File: config.mk
export PLATFORM = sky130hd
export DESIGN_NAME = float_integer_fraction_split
export DESIGN_NICKNAME = d
export VERILOG_FILES = /design/src/rtl/fifs_pkg.sv /design/src/rtl/fifs_decode.sv /design/src/rtl/fifs_lzc.sv /design/src/rtl/fifs_pack.sv /design/src/rtl/float_integer_fraction_split.sv
export SDC_FILE = /design/constraint.sdc
export NUM_CORES = 1
export LEC_CHECK = 0
export ABC_AREA = 1
export BUFFER_PORTS_ARGS = -buffer_cell sky130_fd_sc_hd__buf_2
export CAP_MARGIN = 25
export CORE_AREA = 2 2 234 236
export DETAILED_ROUTE_END_ITERATION = 8
export DIE_AREA = 0 0 236 238
export SETUP_SLACK_MARGIN = 0.1
export SYNTH_ARGS = -nofsm -noshare
export SYNTH_HDL_FRONTEND = slang
export SYNTH_SLANG_ARGS = --single-unit
File: constraint.sdc
create_clock -name clk -period 16.54 [get_ports clk]
set_clock_uncertainty 0.1 [all_clocks]
set_input_delay 0.827 -clock clk [delete_from_list [all_inputs] [get_ports clk]]
set_output_delay 0.827 -clock clk [all_outputs]
set_load 0.02 [all_outputs]
File: src/rtl/fifs_pkg.sv
// Shared types and constants for the float integer/fraction split pipeline.
package fifs_pkg;

  localparam int unsigned DMant = 52;
  localparam int unsigned DExpw = 11;
  localparam int unsigned SMant = 23;
  localparam int unsigned SExpw = 8;
  localparam int unsigned MantW = 52;
  localparam int unsigned PosW = 6;

  // Result class decided in the first stage.
  typedef enum logic [1:0] {
    CLS_FRAC = 2'd0,
    CLS_SMALL = 2'd1,
    CLS_WHOLE = 2'd2,
    CLS_NAN = 2'd3
  } cls_t;

  // Stage-one output: fields decoded and low bits isolated.
  typedef struct packed {
    logic             sp;
    logic [63:0]      x;
    logic [63:0]      sgn;
    logic [63:0]      ip;
    cls_t             cls;
    logic [MantW-1:0] r;
    logic [PosW-1:0]  k;
  } dec_t;

  // Stage-two output: leading-one position of the fraction bits.
  typedef struct packed {
    dec_t            d;
    logic [PosW-1:0] p;
    logic            rz;
  } lz_t;

endpackage

File: src/rtl/fifs_decode.sv
// Stage one: decode the format, classify, and mask the integer part.
module fifs_decode (
  input  logic           sp,
  input  logic [63:0]    value,
  output fifs_pkg::dec_t dec
);

  logic [63:0] x;
  logic [10:0] be;
  logic [51:0] m;
  logic [11:0] e;
  logic [6:0]  kw;
  logic [51:0] low;
  logic        emax;
  logic        below_one;
  logic        whole;

  always_comb begin
    x = sp ? {32'd0, value[31:0]} : value;
    if (sp) begin
      be = {3'd0, x[30:23]};
      m = {29'd0, x[22:0]};
      emax = (x[30:23] == 8'hFF);
      below_one = (x[30:23] < 8'd127);
      e = {4'd0, x[30:23]} - 12'd127;
      whole = !below_one && (e >= 12'd23);
      kw = 7'd23 - e[6:0];
      dec.sgn = {32'd0, x[31], 31'd0};
    end else begin
      be = x[62:52];
      m = x[51:0];
      emax = (be == 11'h7FF);
      below_one = (be < 11'd1023);
      e = {1'b0, be} - 12'd1023;
      whole = !below_one && (e >= 12'd52);
      kw = 7'd52 - e[6:0];
      dec.sgn = {x[63], 63'd0};
    end
    low = (52'd1 << kw[5:0]) - 52'd1;
    if (whole || below_one || emax) low = '0;
    dec.sp = sp;
    dec.x = x;
    dec.k = kw[5:0];
    dec.r = m & low;
    dec.ip = x & ~{12'd0, low};
    priority if (emax && m != '0) dec.cls = fifs_pkg::CLS_NAN;
    else if (emax || whole) dec.cls = fifs_pkg::CLS_WHOLE;
    else if (below_one) dec.cls = fifs_pkg::CLS_SMALL;
    else dec.cls = fifs_pkg::CLS_FRAC;
  end

endmodule

File: src/rtl/fifs_lzc.sv
// Stage two: find the top set bit of the fraction bits.
module fifs_lzc (
  input  fifs_pkg::dec_t dec,
  output fifs_pkg::lz_t  lz
);

  always_comb begin
    lz.d = dec;
    lz.p = '0;
    lz.rz = (dec.r == '0);
    for (int i = 0; i < 52; i++) begin
      if (dec.r[i]) lz.p = 6'(i);
    end
  end

endmodule

File: src/rtl/fifs_pack.sv
// Stage three: normalize the fraction and assemble both results.
module fifs_pack (
  input  fifs_pkg::lz_t lz,
  output logic [63:0]   ip,
  output logic [63:0]   fp
);

  logic [51:0] sh;
  logic [10:0] nexp;
  logic [5:0]  amt;
  logic [63:0] q;

  always_comb begin
    amt = (lz.d.sp ? 6'd23 : 6'd52) - lz.p;
    sh = lz.d.r << amt;
    q = lz.d.x | (lz.d.sp ? 64'h0040_0000 : 64'h0008_0000_0000_0000);
    if (lz.d.sp) begin
      nexp = 11'd127 + {5'd0, lz.p} - {5'd0, lz.d.k};
    end else begin
      nexp = 11'd1023 + {5'd0, lz.p} - {5'd0, lz.d.k};
    end
    unique case (lz.d.cls)
      fifs_pkg::CLS_NAN: begin
        ip = q;
        fp = q;
      end
      fifs_pkg::CLS_WHOLE: begin
        ip = lz.d.x;
        fp = lz.d.sgn;
      end
      fifs_pkg::CLS_SMALL: begin
        ip = lz.d.sgn;
        fp = lz.d.x;
      end
      default: begin
        ip = lz.d.ip;
        if (lz.rz) fp = lz.d.sgn;
        else if (lz.d.sp) fp = lz.d.sgn | {32'd0, 1'b0, nexp[7:0], sh[22:0]};
        else fp = lz.d.sgn | {1'b0, nexp, sh};
      end
    endcase
  end

endmodule

File: src/rtl/float_integer_fraction_split.sv
// Top level of the pipelined float integer/fraction split.
// Splits a binary64 (command 0) or binary32 (command 1, low 32 bits) value into
// its truncated integer part and its exact, renormalized fraction part. The
// pipeline has three register stages (decode and mask, leading-one search,
// normalize and pack) and accepts one request every cycle when not stalled; each
// request passes through the decode, leading-one and output registers in turn.
// A stall freezes full stages with no empty stage after them; others keep filling.
module float_integer_fraction_split (
  input  logic        clk,
  input  logic        rst_n,
  input  logic        in_valid,
  output logic        in_stall,
  input  logic        in_command,
  input  logic [63:0] in_value,
  output logic        out_valid,
  input  logic        out_stall,
  output logic [63:0] out_integer_part,
  output logic [63:0] out_fraction_part
);

  fifs_pkg::dec_t dec_c, dec_r;
  fifs_pkg::lz_t  lz_c, lz_r;
  logic [63:0]    ip_c, fp_c;
  logic           v1_r, v2_r, v3_r;
  logic           en1, en2, en3;

  fifs_decode u_dec (.sp(in_command), .value(in_value), .dec(dec_c));
  fifs_lzc    u_lzc (.dec(dec_r), .lz(lz_c));
  fifs_pack   u_pack (.lz(lz_r), .ip(ip_c), .fp(fp_c));

  // Each stage advances when the next one frees up.
  assign en3 = !v3_r || !out_stall;
  assign en2 = !v2_r || en3;
  assign en1 = !v1_r || en2;
  assign in_stall = !en1;
  assign out_valid = v3_r;

  // Valid bits.
  always_ff @(posedge clk) begin
    if (!rst_n) begin
      v1_r <= 1'b0;
      v2_r <= 1'b0;
      v3_r <= 1'b0;
    end else begin
      if (en1) v1_r <= in_valid;
      if (en2) v2_r <= v1_r;
      if (en3) v3_r <= v2_r;
    end
  end

  // Payload registers.
  always_ff @(posedge clk) begin
    if (en1) dec_r <= dec_c;
    if (en2) lz_r <= lz_c;
    if (en3) begin
      out_integer_part <= ip_c;
      out_fraction_part <= fp_c;
    end
  end

endmodule

**Yosys cells after proc, flatten, opt, wreduce, memory -nomap -nowiden**

Cells that the tools add are included.

- Word-level logic and storage cells: 142
- Input bits: 69
- Register bits after elaboration: 644
- Output and inout bits: 130

- Mux-type cells: 66
- Reductions and logical operators: 22
- Magnitude comparators: 4
- Shift-type cells: 2
- Bitwise operators: 6
- Eq/ne operators: 5
- Add/subtract/negate cells: 10

Operator list:

| cell | count |
|---|---|
| case mux 64 bit (3 select lines) | 2 |
| two-way mux 64 bit | 3 |
| two-way mux 5 bit | 32 |
| two-way mux 52 bit | 3 |
| AND 64 bit | 1 |
| inverter 52 -> 64 bit | 1 |
| bitwise OR 64 x 31 -> 64 bit | 1 |
| bitwise OR 64 x 63 -> 64 bit | 1 |
| bitwise OR 64 bit | 1 |
| AND 52 bit | 1 |
| zero test 52 bit | 1 |
| nonzero test 52 bit | 1 |
| << shifter 1 x 6 -> 52 bit (first input constant) | 1 |
| << shifter 52 x 6 -> 52 bit | 1 |
| subtractor 52 x 1 -> 52 bit (second input constant) | 1 |
| two-way mux 4 bit | 8 |
| subtractor 11 x 6 -> 11 bit | 2 |
| OR reduction 20 bit | 1 |
| greater-or-equal comparator 12 x 5 -> 1 bit (second input constant) | 1 |
| greater-or-equal comparator 12 x 6 -> 1 bit (second input constant) | 1 |
| two-way mux 3 bit | 4 |
| two-way mux 6 bit | 2 |
| subtractor 11 x 10 -> 12 bit (second input constant) | 1 |
| adder 10 x 6 -> 11 bit (first input constant) | 1 |
| other kinds (19) | 43 |

**Longest topological paths before layout**

Gate-level depths: netlist of run 1.

- Depth in word-level cells: 50
- Mapped depth: 49
- Mapped depth without buffers: 49

**By module**

A second synthesis of run 1 with hierarchy kept.

- Cells, all modules: 3363
- Area, all modules: 32807.7 um^2

Modules (own cells, without submodules):

| module | times used | area each (um^2) | seq. area each (um^2) | cells an instance |
|---|---|---|---|---|
| float_integer_fraction_split | 1 | 19367.3 | 19308.5 | 655 |
| fifs_pack | 1 | 5987.0 | 0.0 | 1295 |
| fifs_decode | 1 | 4672.0 | 0.0 | 975 |
| fifs_lzc | 1 | 2781.4 | 0.0 | 438 |

**Least setup slack after synthesis of run 1**

No wires, ideal clock.

- Kind: input-to-reg
- Start: input port out_stall
- End: register dec_r[0] in the netlist's numbering, enable pin
- Required time: 15917 ps
- Setup time: 523 ps
- Stages: 5
- Path buffers: 0
- Path slack: 3929 ps
- Arrival: 11988 ps
- Cells stage by stage: nand2_1 nor2_1 inv_1 nor2_1 inv_1

- Cells in the longest elaborated chain, start to end: 4

RTL lines:

| element | line | source |
|---|---|---|
| start: declaration | float_integer_fraction_split.sv:16 | `input logic out_stall,` |
| zero test 1 bit | float_integer_fraction_split.sv:32 | `assign en3 = !v3_r \|\| !out_stall;` |
| logical OR 1 bit | float_integer_fraction_split.sv:32 |  |
| logical OR 1 bit | float_integer_fraction_split.sv:33 | `assign en2 = !v2_r \|\| en3;` |
| named net en2 | float_integer_fraction_split.sv:25 | `logic en1, en2, en3;` |
| logical OR 1 bit | float_integer_fraction_split.sv:34 | `assign en1 = !v1_r \|\| en2;` |
| end signal: assignment | float_integer_fraction_split.sv:53 | `if (en1) dec_r <= dec_c;` |
| end: declaration | float_integer_fraction_split.sv:21 | `fifs_pkg::dec_t dec_c, dec_r;` |

The timed path passes the listed nets, and every way through them passes these cells.
A chain may end at the register's enable or synchronous reset.

==> results of run 1 <==
layout make-up:
class,count,area [um^2]
clock inverters,33,267.8
fillers,4877,26280
flip-flops and latches,496,14860
multi-input cells,1418,7214
inverters,404,1528
diodes,1,2.502
well taps,696,870.8
repair buffers,221,1167
clock buffers,58,1303
cell families (layout without fill, tap and decap cells):
kind of cell             Yosys count  count (layout)  share of synthesized area, %
AO/OA/AOI/OAI                    374             374                         8.581
XOR/XNOR                          16              16                        0.5864
adder cells (fa/ha/maj)           23              23                         1.298
buffers and inverters            491             716                         7.806
flip-flops                       496             496                         62.20
multiplexers                      75              75                         3.141
other                              0               1                             0
AND/OR/NAND/NOR                  930             930                         16.39
Yosys cell counts, types with 3 or more instances:
cell type / count / share of area (%)
inv_1: 371 / 5.8
mux2i_1: 75 / 3.1
o21ai_1: 9 / 0.19
a31oi_1: 8 / 0.21
nor2_1: 286 / 4.5
clkbuf_1: 69 / 1.1
a21oi_1: 66 / 1.4
and3_1: 3 / 0.079
o21bai_1: 3 / 0.094
o41ai_1: 3 / 0.11
nor2_2: 9 / 0.24
dfxtp_1: 3 / 0.25
nand4_1: 8 / 0.21
ha_1: 20 / 1.0
nand2_1: 464 / 7.3
buf_1: 12 / 0.19
inv_2: 28 / 0.44
nor2_4: 7 / 0.33
o21ai_0: 221 / 4.6
nor3_1: 35 / 0.73
edfxtp_1: 493 / 62
nand3_1: 64 / 1.3
nor4_1: 26 / 0.68
o211ai_1: 11 / 0.35
nand2_2: 5 / 0.13
o31ai_1: 3 / 0.094
clkinv_1: 4 / 0.063
xnor2_1: 6 / 0.22
or2_2: 6 / 0.16
xor2_1: 10 / 0.37
buf_4: 3 / 0.094
a22o_1: 3 / 0.11
nor3_2: 6 / 0.25
fa_1: 3 / 0.25
o22ai_1: 32 / 0.84
worst max-delay path: cells and delay by family:
kind / cells / cell delay [ps]
xor gates and xnor gates: 1 / 260
and+or+nand+nor: 19 / 3100
buffers and inverters: 10 / 1390
AOI/OAI and AO/OA: 3 / 390
registers in the layout (all words and copies together), names as in the netlist:
name / cells
v1_r: 1
out_integer_part: 64
out_valid: 1
v2_r: 1
dec_r: 179
lz_r: 186
out_fraction_part: 64
worst min path at each step:
stage / start / cells after the start / endpoint
after floorplan: dec_r[93] / 0 / lz_r[100]
after global placement: dec_r[207] / 0 / lz_r[214]
after detailed placement: dec_r[97] / 0 / lz_r[104]
after CTS: dec_r[206] / 0 / lz_r[213]
after global routing: dec_r[222] / 0 / lz_r[229]
final: dec_r[206] / 0 / lz_r[213]
power groups by stage:
stage                     clock [mW]  combinational (mW)  sequential (mW)
after floorplan                    0               0.972             1.66
after global placement             0                1.46             1.61
after detailed placement           0                1.47             1.62
after CTS                       1.12                1.48             1.59
after global routing            1.17                1.63             1.60
final                           1.10                1.49             1.59
per-stage QoR:
| stage | hold WS [ps] | setup slack (ps) | cells | instance area (um^2) |
|---|---|---|---|---|
| after floorplan | 300.3 | 3929 | 2405 | 23900 |
| after global placement | 300.6 | 10440 | 3234 | 25630 |
| after detailed placement | 304.5 | 10260 | 3235 | 25640 |
| after CTS | 313.3 | 10910 | 3326 | 27210 |
| after global routing | 317.7 | 10340 | 3326 | 27210 |
| final | 312.1 | 10810 | 3327 | 27220 |
layout by cell type, fill, tap and decap left out, drive strengths merged, types with 6 or more instances in the layout:
cell	n
a21oi	68
a31oi	9
buf	221
clkbuf	58
clkinv	27
edfxtp	493
ha	20
inv	404
mux2i	75
nand2	469
nand3	66
nand4	8
nor2	302
nor3	42
nor4	26
o211ai	11
o21ai	231
o22ai	32
or2	9
xnor2	6
xor2	10
metal layers:
metal | wire length (um) | vias to the layer above
met3 | 4437 | 106
met4 | 1959 | 0
met2 | 33320 | 578
met1 | 31790 | 8493
met5 | 0 | -
li1 | - | 8423
==> results.tsv, run 1 <==
metric	value	unit
run status	complete, no violations	
RSZ-0062 raised after global routing	false	
Flop pwr share	38.1	%
grt met3 use	3.181	%
Worst slew margin	35.21	%
Pint	2.594	mW
Worst-Margin Slew	971.9	ps
Most common cell on crit path	inv_2	
TritonCTS clock tree	yes	
Yosys reg bits	496	
RePlAce Congestion	0.9278	
grt met2 use	40.66	%
Final Util	50.88	%
nets	2684	
Layout area overhead	13.89	%
Peak VDD IR	0.0001055	V
hpwl dp	54.76	mm
switching pwr	1.580	mW
Max Fclk	0.1747	GHz
Synth cell types	58	
Static Leak	12.11	nW
Comb pwr share	35.6	%
Post-Syn Area	23900	um^2
crit share post-route	34.61	%
chip width	236	um
CP startpoint kind	input port	
antenna-violating nets left	0	
Vias	17600	
Avg Inst Size Synth	9.937	um^2
Clock Pin Slew Worst Setup and Hold Paths	70	ps
gr ovfl total	0	
largest net degree at the start of global routing	72	
Synth async-reset ratio	0	%
max-slew violation count	0	
die height	238	um
H-tree levels	2	
core area	53500	um^2
Setup crit end kind	flop	
die area	56170	um^2
Max-Cap Viols	0	
worst stage delay on the critical path	570	ps
Seq/Total Area, Yosys	62.20	%
Ports	199	
initial core utilization	44.67	%
Post-Syn Nets	2497	
Post-CTS Resized	0	
critical-path maximum fanout	57	
initial antenna violation count	3	
layout cells sized above 1	14.14	%
# clock sinks	496	
Setup Crit Path Kind	input port to flop	
Routed WL	71.51	mm
global-route usage over all layers	25.36	%
TritonCTS buffer count	51	
Most used DFF post-synth	edfxtp_1	
Tightest Hold Check Type	flop to flop	
clk_lat worst skew	600	ps
RR Startpoint	lz_r[259]	
CP Data Arrival Time	5990	ps
FP Rows	85	
Fin Setup TNS	0	ps
Post-Syn Instances	2405	
deepest clock path buffer count	3	
Remaining DRCs	0	
Worst setup startpoint	in_command	
worst reg2reg setup slack	11810	ps
clock group share of total power	26.3	%
Net Sw Frac	37.85	%
vias in the first global route	16730	
EDFF count, synth	493	
CP endpoint	dec_r[89]	
setup bufs post-CTS	0	
data required time of the worst path	16810	ps
final hold violations	0	
Ys Warns	0	
Pre-antenna DRT Iters	6	
slowest CP cell	and3_1	
reg2reg end	out_fraction_part[44]	
grt met1 use	36.41	%
gr busiest metal	met2	
FF-to-FF path depth	14	
Post-CTS Hold Fix Bufs	0	
DRT iter0 DRCs	1872	
detailed-route vias per instance	5.290	
CTS root buffer	clkbuf_16	
DR WL/cell	21.49	um
Setup Viol. Count Final	0	
global-route wire length before repair	105.6	mm
total power	4.173	mW
power per cell area	153.3	nW/um^2
Port Buffers	198	
fin crit period	5725	ps
(Power assumes the default switching activity.)
==> run 2: changes to the inputs <==
Clock period 16.54 ns to 5.2 ns, I/O delays scaled along.
==> run 2 against run 1 <==
- the run now ends with negative hold slack left
- worst hold slack worse by 310 ps
- clock-buffer cell count rose by 6
- die area unchanged
- design area rose by 3.1%
- utilization increased by 1.6 points
- total power grew to 3.2 times the previous value
- largest power group unchanged
- highest routed layer is now met5
==> results.tsv, run 2 (synthesized netlist as in run 1, its figures left out) <==
metric	value	unit
nets	2766	
power per cell area	481.2	nW/um^2
# diodes	0	
Vias	17990	
chip width	236	um
worst stage delay on the critical path	510	ps
RR Startpoint	lz_r[259]	
Max Fclk	0.2130	GHz
H-tree levels	2	
data required time of the worst path	5460	ps
Worst slew margin	37.25	%
Worst setup startpoint	in_command	
final hold violations	1	
gr ovfl total	0	
deepest clock path buffer count	3	
RSZ-0062 raised after global routing	false	
initial antenna violation count	5	
Most common cell on crit path	inv_2	
Layout area overhead	17.39	%
DR WL/cell	21.71	um
global-route usage over all layers	26.18	%
initial core utilization	44.67	%
largest net degree at the start of global routing	108	
FP Rows	85	
hpwl dp	56.43	mm
fin crit period	4695	ps
antenna-violating nets left	0	
TritonCTS buffer count	52	
Max-Cap Viols	0	
core area	53500	um^2
Final Util	52.44	%
detailed-route vias per instance	5.275	
Remaining DRCs	0	
TritonCTS clock tree	yes	
Worst-Margin Slew	941.2	ps
# clock sinks	496	
Routed WL	74.03	mm
reg2reg end	out_fraction_part[50]	
global-route wire length before repair	108.4	mm
Setup crit end kind	flop	
Setup Crit Path Kind	input port to flop	
Min Hold Slack	-1.981	ps
Ports	199	
WHS Path Cells	4	
worst reg2reg setup slack	1000	ps
Biggest register	lz_r	
commonest non-fill, non-tap cells in the layout	edfxtp_1 (493), nand2_1 (461), inv_1 (369)	
critical-path maximum fanout	19	
Clock Pin Slew Worst Setup and Hold Paths	70	ps
max-slew violation count	0	
Port Buffers	198	
Peak VDD IR	0.0006423	V
clk_lat worst skew	600	ps
violated checks	negative hold slack	
CP startpoint kind	input port	
Pre-antenna DRT Iters	5	
Tightest Hold Check Type	input port to flop	
Largest regs	lz_r x186, dec_r x179	
Setup Viol. Count Final	0	
DRT iter0 DRCs	1809	
FF-to-FF path depth	13	
cell area after layout	28050	um^2
Static Leak	12.47	nW
total power	13.50	mW
Largest register FFs	186	
slowest CP cell	dlygate4sd3_1	
run status	finished with violations	
post-place instance area	25800	um^2
CTS root buffer	clkbuf_16	
most common cell after layout, fill and taps aside	edfxtp_1	
CP Data Arrival Time	4960	ps
RePlAce Congestion	0.9395	
vias in the first global route	17280	
die area	56170	um^2
layout cells sized above 1	14.66	%
Min-Delay Endpoint	dec_r[241]	
hold path start	in_value[53]	
crit share post-route	90.28	%
die height	238	um
-- run 2: worst max-delay path by stage --
stage,end,cells past startpoint
after CTS,dec_r[108],36
after floorplan,dec_r[0],5
after global placement,dec_r[108],35
after detailed placement,dec_r[108],35
after global routing,dec_r[108],43
final,dec_r[108],36
-- run 2: layout make-up --
type | instances | area (um^2)
inverter | 404 | 1526
clock buffer | 64 | 1368
tap | 696 | 870.8
clock inverter | 30 | 242.7
sequential | 496 | 14870
multi-input combinational | 1418 | 7247
timing repair buffer | 302 | 1931
fill | 4848 | 25440
-- run 2: routing by layer --
| metal | share of wire [%] | up-vias | wire, um | global-route usage (%) |
|---|---|---|---|---|
| met1 | 45 | 8712 | 33110 | 37.43 |
| li1 | - | 8577 | - | - |
| met3 | 5.9 | 106 | 4378 | 3.320 |
| met5 | 0.023 | - | 17 | 0 |
| met4 | 2.7 | 2 | 1965 | 7.412 |
| met2 | 47 | 591 | 34560 | 42.17 |
-- run 2: worst max-delay path, delay by kind of cell --
kind / cells / cell delay (ps)
fa+ha+maj: 1 / 300
xor+xnor: 1 / 100
compound gates: 3 / 560
simple gates: 20 / 2220
buf+inv: 11 / 1480
-- run 2: through the flow --
| step | hold WS (ps) | setup WS, ps | TNS (ps) | std cells |
|---|---|---|---|---|
| 2_1_floorplan | 258.9 | -2806 | -502220 | 2405 |
| 3_3_place_gp | 300.8 | 470.2 | 0 | 3251 |
| 3_5_place_dp | 304.5 | 396.8 | 0 | 3252 |
| 4_1_cts | 0.5983 | 467.8 | 0 | 3404 |
| 5_1_grt | -7.005 | 89.40 | 0 | 3410 |
| 6_report | -1.981 | 505.3 | 0 | 3410 |
-- run 2: where the power goes --
part	internal [mW]	switching [mW]	leakage, nW	total [mW]
sequential	4.87	0.199	5.66	5.06
clock	2.02	1.53	0.781	3.55
combinational	1.51	3.37	6.03	4.89
total	8.39	5.11	12.5	13.5
-- run 2: timing repair --
action,in CTS,in global routing
hold buffers,58,0
endpoints found under the setup margin,0,9
endpoints found under the hold margin,113,0
gates resized for setup,0,8
setup buffers,0,5
==> run 3: changes to the inputs <==
Settings changed: CTS_BUF_LIST set to sky130_fd_sc_hd__clkbuf_4.
==> run 3 against run 2 <==
- the flow now finishes without violations
- register-to-register slack improved by 30 ps
- worst hold slack improved by 120 ps
- via count rose by 4.0%
- design area up 1.9%
- maximum frequency shrank 4.9%
- sequential power hardly changed
- clock power shrank 6.2%
- global-route usage increased by 0.95 points
- non-clock buffer count increased by 52
- highest routed layer unchanged
- combinational power about the same
- sequential share of layout area down 0.97 points
- clock-buffer cell count rose by 120
==> results.tsv, run 3 (synthesized netlist as in run 1, its figures left out) <==
metric	value	unit
run status	complete, no violations	
WHS Path Cells	4	
Largest regs	lz_r x186, dec_r x179	
DP Worst Slack	396.8	ps
commonest non-fill, non-tap cells in the layout	edfxtp_1 (493), nand2_1 (461), inv_1 (369)	
clock group share of total power	25.1	%
TritonCTS buffer count	132	
fin crit period	4935	ps
hold path start	in_value[13]	
chip width	236	um
Biggest register	lz_r	
most common cell after layout, fill and taps aside	edfxtp_1	
die height	238	um
TritonCTS clock tree	yes	
nets	2898	
Pre-antenna DRT Iters	5	
global-route wire length before repair	111.4	mm
RePlAce Congestion	0.9395	
DRT iter0 DRCs	1820	
Vias	18720	
FF-to-FF path depth	13	
detailed-route vias per instance	5.222	
Remaining DRCs	0	
RR Startpoint	lz_r[259]	
Min Hold Slack	114.6	ps
H-tree levels	4	
CP startpoint kind	input port	
Fillers	4885	
Port Buffers	198	
# clock sinks	496	
final setup margin	265.4	ps
RSZ-0062 raised after global routing	true	
core area	53500	um^2
CTS root buffer	clkbuf_4	
antenna-violating nets left	0	
clk_lat worst skew	950	ps
largest net degree at the start of global routing	108	
layout cells sized above 1	18.23	%
crit share post-route	94.90	%
switching pwr	5.138	mW
DR WL/cell	21.13	um
vias in the first global route	18340	
Ports	199	
Clock Pin Slew Worst Setup and Hold Paths	60	ps
power per cell area	465.6	nW/um^2
die area	56170	um^2
worst reg2reg setup slack	1030	ps
Setup Viol. Count Final	0	
final hold violations	0	
Setup Crit Path Kind	input port to flop	
Layout area overhead	19.57	%
Worst slew margin	37.22	%
Static Leak	12.86	nW
reg2reg end	out_fraction_part[50]	
Max Fclk	0.2027	GHz
max-slew violation count	0	
Max-Cap Viols	0	
FP Rows	85	
Pint	8.166	mW
critical-path maximum fanout	49	
global-route usage over all layers	27.12	%
deepest clock path buffer count	3	
Comb pwr share	36.9	%
hpwl dp	56.43	mm
initial antenna violation count	10	
CP Data Arrival Time	5500	ps
gr ovfl total	0	
Peak VDD IR	0.0006625	V
Min-Delay Endpoint	dec_r[19]	
Tightest Hold Check Type	input port to flop	
register area	14870	um^2
data required time of the worst path	5760	ps
initial core utilization	44.67	%
footprint of the multi-input gates	7258	um^2
Routed WL	75.73	mm
Flop pwr share	38.1	%
Net Sw Frac	38.62	%
Largest register FFs	186	
Setup crit end kind	flop	
Worst-Margin Slew	941.7	ps
[run 3: worst max path at each step]
stage | cells past startpoint | to | slack (ps) | startpoint
after floorplan | 5 | dec_r[0] | -2810 | out_valid
after global placement | 35 | dec_r[108] | 470 | in_command
after global routing | 42 | dec_r[108] | 30 | in_command
after detailed placement | 35 | dec_r[108] | 400 | in_command
final | 15 | dec_r[11] | 270 | in_command
after CTS | 15 | dec_r[11] | 360 | in_command
[run 3: what timing repair did]
item | 4_1_cts | 5_1_grt
gates resized for setup | 0 | 10
buffers inserted | 0 | 3
hold endpoints to repair | 235 | 0
hold buffers | 112 | 0
setup endpoints to repair | 0 | 28
[run 3: per-stage QoR]
step | cells | power (mW) | utilization [%] | cell area [um^2] | TNS, ps
floorplan | 2405 | 8.384 | - | 23930 | -502220
global placement | 3251 | 9.896 | 48.21 | 25790 | 0
detailed placement | 3252 | 9.935 | 48.22 | 25800 | 0
CTS | 3578 | 13.34 | 53.28 | 28500 | 0
global route | 3583 | 14.09 | 53.41 | 28570 | 0
finish | 3584 | 13.30 | 53.41 | 28570 | 0
[run 3: critical path, stage by stage]
cell and delay (ps):
dlygate4sd3_1 530, clkbuf_4 220, buf_4 550, nor2_1 210
nand3_1 130, dlygate4sd3_1 580, o2111ai_1 110, dlygate4sd3_1 590
o21ai_0 150, dlygate4sd3_1 580, nand2_1 80, nor2_2 180
clkinvlp_4 440, buf_4 370, nor4_1 470
[run 3: power groups by stage]
| stage | clock, mW | sequential, mW | combinational, mW |
|---|---|---|---|
| after floorplan | 0 | 5.29 | 3.09 |
| after global placement | 0 | 5.14 | 4.76 |
| after detailed placement | 0 | 5.15 | 4.78 |
| after CTS | 3.42 | 5.07 | 4.86 |
| after global routing | 3.63 | 5.10 | 5.35 |
| final | 3.33 | 5.06 | 4.91 |
[run 3: final cells by class]
| type | instances | share of cell area (%) |
|---|---|---|
| clock buffers | 184 | 4.834 |
| repair buffers | 354 | 8.591 |
| clock inverters | 30 | 0.7181 |
| well taps | 696 | 3.048 |
| inverters | 404 | 5.355 |
| diodes | 2 | 0.01752 |
| flip-flops and latches | 496 | 52.03 |
| multi-input cells | 1418 | 25.40 |
[run 3: layer usage]
metal / up-vias / track usage [%] / routed length [um]
met3: 105 / 5.842 / 4970
met1: 8998 / 37.11 / 33360
met5: - / 0 / 18
met2: 690 / 43.26 / 35650
li1: 8920 / - / -
met4: 2 / 8.821 / 1738
